<file path="config.mk">
export PLATFORM = sky130hd
export DESIGN_NAME = rffc_frame_core
export DESIGN_NICKNAME = d
export VERILOG_FILES = /design/src/rtl/rffc_pkg.sv /design/src/rtl/rffc_frame_core.sv
export SDC_FILE = /design/constraint.sdc
export NUM_CORES = 1
export LEC_CHECK = 0
export ABC_AREA = 1
export BUFFER_PORTS_ARGS = -buffer_cell sky130_fd_sc_hd__buf_2
export CAP_MARGIN = 5
export CORE_UTILIZATION = 45
export CTS_BUF_LIST = sky130_fd_sc_hd__clkbuf_16
export DETAILED_ROUTE_END_ITERATION = 7
export PLACE_DENSITY = 0.73
export SYNTH_ARGS = -nofsm -noshare
export SYNTH_HDL_FRONTEND = slang
export SYNTH_SLANG_ARGS = --single-unit
</file>
<file path="constraint.sdc">
create_clock -name i_clk -period 4.5 [get_ports i_clk]
set_input_delay 0.675 -clock i_clk [delete_from_list [all_inputs] [get_ports i_clk]]
set_output_delay 0.675 -clock i_clk [all_outputs]
set_load 0.005 [all_outputs]
</file>
<file path="src/rtl/rffc_pkg.sv">
// shared types, constants and the crc-8 byte update for the fixed frame checker
package rffc_pkg;

    // defaults for the top level parameters
    localparam int ID_BYTES_DEF        = 4;
    localparam int MAX_FRAME_BYTES_DEF = 16;

    // field widths
    localparam int BYTE_W      = 8;
    localparam int FLEN_W      = 5;
    localparam int NET_ID_W    = 32;
    localparam int CFG_DATA_W  = 32;
    localparam int CFG_INDEX_W = 1;
    localparam int IN_TDATA_W  = 8;
    localparam int RES_W       = 3 + NET_ID_W + BYTE_W;
    localparam int OUT_TDATA_W = ((RES_W + 7) / 8) * 8;
    // width for length and position compares (covers every legal frame size)
    localparam int CMP_W       = 8;

    // register indexes
    localparam logic [CFG_INDEX_W-1:0] REG_FRAME_LENGTH = 1'b0;
    localparam logic [CFG_INDEX_W-1:0] REG_OWN_ID       = 1'b1;

    // reset values
    localparam logic [FLEN_W-1:0]   FRAME_LENGTH_RST = 5'd6;
    localparam logic [NET_ID_W-1:0] OWN_ID_RST       = 32'd0;

    // crc-8, polynomial x^8 + x^2 + x + 1, msb first
    localparam logic [BYTE_W-1:0] CRC_POLY = 8'h07;

    // byte request from the input register to the frame core
    typedef struct packed {
        logic              valid;
        logic [BYTE_W-1:0] data;
    } t_in_req;

    // core status back to the input register and the checks
    typedef struct packed {
        logic advance;
        logic frame_end;
    } t_core_status;

    // one frame verdict
    typedef struct packed {
        logic [BYTE_W-1:0]   message_byte;
        logic [NET_ID_W-1:0] frame_network_id;
        logic                universal_id_match;
        logic                own_id_match;
        logic                crc_good;
    } t_result;

    // one byte through the crc register, one bit per step
    function automatic logic [BYTE_W-1:0] crc8_update(input logic [BYTE_W-1:0] crc,
                                                      input logic [BYTE_W-1:0] b);
        logic [BYTE_W-1:0] c;
        c = crc ^ b;
        for (int k = 0; k < BYTE_W; k++) begin
            if (c[BYTE_W-1]) begin
                c = {c[BYTE_W-2:0], 1'b0} ^ CRC_POLY;
            end else begin
                c = {c[BYTE_W-2:0], 1'b0};
            end
        end
        return c;
    endfunction

endpackage

</file>
<file path="src/rtl/rffc_frame_core.sv">
// frame position, crc, id capture and the result register
module rffc_frame_core #(
    parameter int ID_BYTES        = rffc_pkg::ID_BYTES_DEF,
    parameter int MAX_FRAME_BYTES = rffc_pkg::MAX_FRAME_BYTES_DEF
) (
    input  logic                             i_clk,
    input  logic                             i_rst_n,
    input  logic [rffc_pkg::FLEN_W-1:0]      i_frame_length,
    input  logic [rffc_pkg::NET_ID_W-1:0]    i_own_network_id,
    input  rffc_pkg::t_in_req                i_req,
    output rffc_pkg::t_core_status           o_status,
    output logic                             o_res_valid,
    input  logic                             i_res_ready,
    output rffc_pkg::t_result                o_res
);

    localparam int POS_W   = $clog2(MAX_FRAME_BYTES);
    localparam int ID_W    = 8 * ID_BYTES;
    localparam int MIN_LEN = (ID_BYTES + 1 > 5) ? ID_BYTES + 1 : 5;
    localparam int CW      = rffc_pkg::CMP_W;

    logic [POS_W-1:0]             r_pos,  n_pos;
    logic [rffc_pkg::BYTE_W-1:0]  r_crc,  n_crc;
    logic [ID_W-1:0]              r_id,   n_id;
    logic [rffc_pkg::BYTE_W-1:0]  r_msg,  n_msg;
    logic                         r_out_valid;
    rffc_pkg::t_result            r_out,  n_out;

    logic [CW-1:0]                w_len_ext;
    logic [CW-1:0]                w_eff_len;
    logic [CW-1:0]                w_last;
    logic [CW-1:0]                w_pos_ext;
    logic                         w_is_last;
    logic                         w_advance;
    logic [rffc_pkg::BYTE_W-1:0]  w_b;

    // effective frame length, clamped to the legal window
    always_comb begin
        w_len_ext = CW'(i_frame_length);
        if (w_len_ext < CW'(MIN_LEN)) begin
            w_eff_len = CW'(MIN_LEN);
        end else begin
            w_eff_len = w_len_ext;
        end
        if (w_eff_len > CW'(MAX_FRAME_BYTES)) begin
            w_eff_len = CW'(MAX_FRAME_BYTES);
        end
        w_last = w_eff_len - CW'(1);
    end

    assign w_b       = i_req.data;
    assign w_pos_ext = CW'(r_pos);
    assign w_is_last = (w_pos_ext >= w_last);

    // a result byte waits only for room in the result register
    assign w_advance = i_req.valid && (!w_is_last || !r_out_valid || i_res_ready);

    assign o_status.advance   = w_advance;
    assign o_status.frame_end = i_req.valid && w_is_last;

    // next frame state and the verdict for a closing byte
    always_comb begin
        n_id  = r_id;
        n_msg = r_msg;
        n_crc = r_crc;
        n_pos = r_pos;
        if (w_pos_ext < CW'(ID_BYTES)) begin
            n_id = ID_W'({r_id, w_b});
        end
        if (w_pos_ext == CW'(ID_BYTES)) begin
            n_msg = w_b;
        end

        n_out.crc_good           = (r_crc == w_b);
        n_out.own_id_match       = (n_id == ID_W'(i_own_network_id));
        n_out.universal_id_match = (n_id == ~ID_W'(1));
        n_out.frame_network_id   = rffc_pkg::NET_ID_W'(n_id);
        n_out.message_byte       = n_msg;

        if (w_is_last) begin
            n_pos = '0;
            n_crc = '0;
            n_id  = '0;
            n_msg = '0;
        end else begin
            n_crc = rffc_pkg::crc8_update(r_crc, w_b);
            n_pos = r_pos + POS_W'(1);
        end
    end

    // frame state
    always_ff @(posedge i_clk) begin
        if (!i_rst_n) begin
            r_pos <= '0;
            r_crc <= '0;
            r_id  <= '0;
            r_msg <= '0;
        end else if (w_advance) begin
            r_pos <= n_pos;
            r_crc <= n_crc;
            r_id  <= n_id;
            r_msg <= n_msg;
        end
    end

    // result register valid
    always_ff @(posedge i_clk) begin
        if (!i_rst_n) begin
            r_out_valid <= 1'b0;
        end else if (w_advance && w_is_last) begin
            r_out_valid <= 1'b1;
        end else if (i_res_ready) begin
            r_out_valid <= 1'b0;
        end
    end

    // result payload
    always_ff @(posedge i_clk) begin
        if (w_advance && w_is_last) begin
            r_out <= n_out;
        end
    end

    assign o_res_valid = r_out_valid;
    assign o_res       = r_out;

endmodule

</file>
==> run_results.csv <==
group,metric,value,unit
clock_tree,cts_hold_buf,0,
grt,grtUsageTotal,23.53,%
floorplanning,coreArea,10980,um2
clock_tree,post_cts_resized,0,
clock_tree,root_buffer,"clkbuf_16",
power_and_ir_drop,powerDensity,343.5,nW/um2
timing,finalSetupTns,0,ns
critical_path,crit_required,3.83,ns
cells_and_area,fillCellCount,1023,
cells_and_area,nNetsFinal,848,
clock_tree,clk_pin_slew,0.06,ns
placement,dp_slack,0.6478,ns
timing,rsz0062_at_grt,"no",
floorplanning,die_area,11830,um2
timing,finalHoldViolCount,0,
grt,antenna_found_initial,0,
synth,synth_seq_cells,96,
placement,portBuffers,94,
grt,grt_pass1_wl,21530,um
clock_tree,cts_buffer_depth,2,
critical_path,worstSetupStartpointType,"input pin",
critical_path,critPathMaxFanout,3,
timing,maxSlewViolCount,0,
flow_run,max-cap-violations,0,
clock_tree,clk_latency,0.34,ns
floorplanning,die_y,108.8,um
route,drc,0,
clock_tree,cts-buffers-inserted,9,
critical_path,end_kind,"output port",
route,wl,13390,um
clock_tree,cts_tree,"yes",
run_status,status,"completed",
clock_tree,htree_levels,3,
cells_and_area,area_growth_syn_to_layout,16.88,%
placement,hpwl,9384,um
synth,syn-cell-area,5130,um2
synth,synthCells,707,
cells_and_area,final_cells,934,
route,wl_per_cell,14.34,um
synth,ys_warn_count,0,
cells_and_area,stdcell_area,5996,um2
placement,gp_congestion,0.9145,
placement,dp.cells,918,
grt,grt_max_degree,53,
placement,placed_area,5709,um2
cells_and_area,multi_input_comb_area,2387,um2
floorplanning,start_util,46.71,%
power_and_ir_drop,p_leak,2.797,nW
timing,fmax,282.6,MHz
clock_tree,cts_num_sinks,96,
floorplanning,die_w,108.8,um
route,firstDrtPassIters,7,
synth,synth_fp_nets,766,
cells_and_area,layout-drive-gt1-share,15.62,%
grt,grt_overflow,0,
route,vias,4977,
cells_and_area,final_cell_mix,"nand2_1 (269), nand3_1 (96), buf_2 (94)",
timing,worst_slack,0.9609,ns
route,ant_nets,0,
grt,grt_pass1_vias,4685,
route,viasPerCell,5.329,
timing,relSlewSlack,44.41,%
synth,synth_top_area_share,25.17,%
critical_path,critPathArrivalTime,2.86,ns
synth,yosysTopAreaCell,"edfxtp_1",
cells_and_area,final_common_cell,"nand2_1",
floorplanning,design.portCount,95,
synth,yosysSeqAreaShare,45.85,%
timing,setup-violations-final,0,
cells_and_area,register_area,2352,um2
synth,ys_top_cells_by_area,"edfxtp_1 (25%), dfxtp_1 (21%), nand2_1 (20%), nand3_1 (9.5%), a21oi_1 (5.4%)",
synth,synth_cell_types,26,
timing,fin_crit,3.539,ns
clock_tree,post_cts_buffers,0,
timing,tightest_slew,0.8319,ns
critical_path,worstSetupPathType,"in2out",
timing,skew,0.008206,ns
cells_and_area,diodes,0,
power_and_ir_drop,vdd_ir_drop_max,0.1559,mV
synth,syn-mean-instance-area,7.256,um2
route,drt-initial-drc-count,314,
timing,period_share,78.65,%
floorplanning,rows,38,
cells_and_area,utilization,54.59,%
worst_hold_path,hold_class,"reg2reg",
## final cells by class
| type | count | area share (%) |
|---|---|---|
| multi-input cells | 511 | 39.82 |
| flip-flops and latches | 96 | 39.23 |
| repair buffers | 100 | 8.806 |
| inverters | 71 | 4.445 |
| clock buffers | 9 | 3.756 |
| well taps | 140 | 2.922 |
| clock inverters | 7 | 1.023 |
## worst paths after layout
| path | startpoint | end | slack, ns | cells after the start |
|---|---|---|---|---|
| worst min register to register | r_msg[3] | r_msg[3] | 0.48 | 2 |
| worst min-delay path | r_msg[3] | r_msg[3] | 0.48 | 2 |
| worst max register to register | r_pos[3] | o_res[23] | 1.90 | 8 |
| worst max-delay path | i_frame_length[1] | o_status[0] | 0.96 | 15 |
## sequential cells by signal (all words and copies together), names as in the netlist
name         cells
r_pos            4
r_msg            8
r_crc            8
o_res           43
o_res_valid      1
r_id            32
## metrics by stage
step                total power, mW  hold slack (ns)
finish                        2.060           0.4804
detailed placement            1.323           0.4731
floorplan                     1.220           0.4564
CTS                           2.064           0.4827
global placement              1.310           0.4638
global route                  2.155           0.4999
## critical path, stage by stage
cell	delay, ns
buf_2	0.11
nor2_1	0.14
nor2_1	0.05
nor3_1	0.13
o21ai_0	0.17
ha_1	0.25
xor2_1	0.17
ha_1	0.29
nand2_1	0.06
inv_1	0.08
nand4_1	0.16
nand2_1	0.22
nand2_1	0.14
inv_1	0.10
buf_2	0.11
## metal layers
layer	up-vias	GRT usage, %	part of all wire [%]
li1	2456	-	-
met3	26	3.288	6.7
met4	0	10.52	2.5
met1	2306	30.14	42
met2	189	39.42	48
met5	-	0	0
## Yosys cell counts
cell type and number:
o211ai_1 1, buf_2 10, edfxtp_1 43, buf_4 4, nor2_4 1, o21ai_0 7, nand3_1 97, nand2_2 1
o2111ai_1 1, a21oi_1 55, nand2_1 269, clkinv_1 2, mux2_2 4, inv_2 2, xnor2_1 8, buf_6 1
buf_1 5, clkbuf_1 9, nor2_1 35, nand3b_1 9, inv_1 67, nand4_1 7, xor2_1 4, ha_1 10
dfxtp_1 53, nor3_1 2
## report_power, final
group / switching (mW) / internal, mW / leakage (nW)
Clock: 0.323 / 0.426 / 0.146
Sequential: 0.0221 / 0.943 / 0.852
Combinational: 0.219 / 0.126 / 1.80
Total: 0.564 / 1.50 / 2.80
## cells by family (layout without fill, tap and decap cells)
logic type,Yosys count,count (layout),synth area share [%]
AO/OA/AOI/OAI,64,64,6.366
flip-flops,96,96,45.85
AND/OR/NAND/NOR,421,421,34.41
buffers and inverters,100,187,8.000
adder cells (fa/ha/maj),10,10,2.439
XOR/XNOR,12,12,2.049
multiplexers,4,4,0.8780
Power figures use the tool's default switching activity.
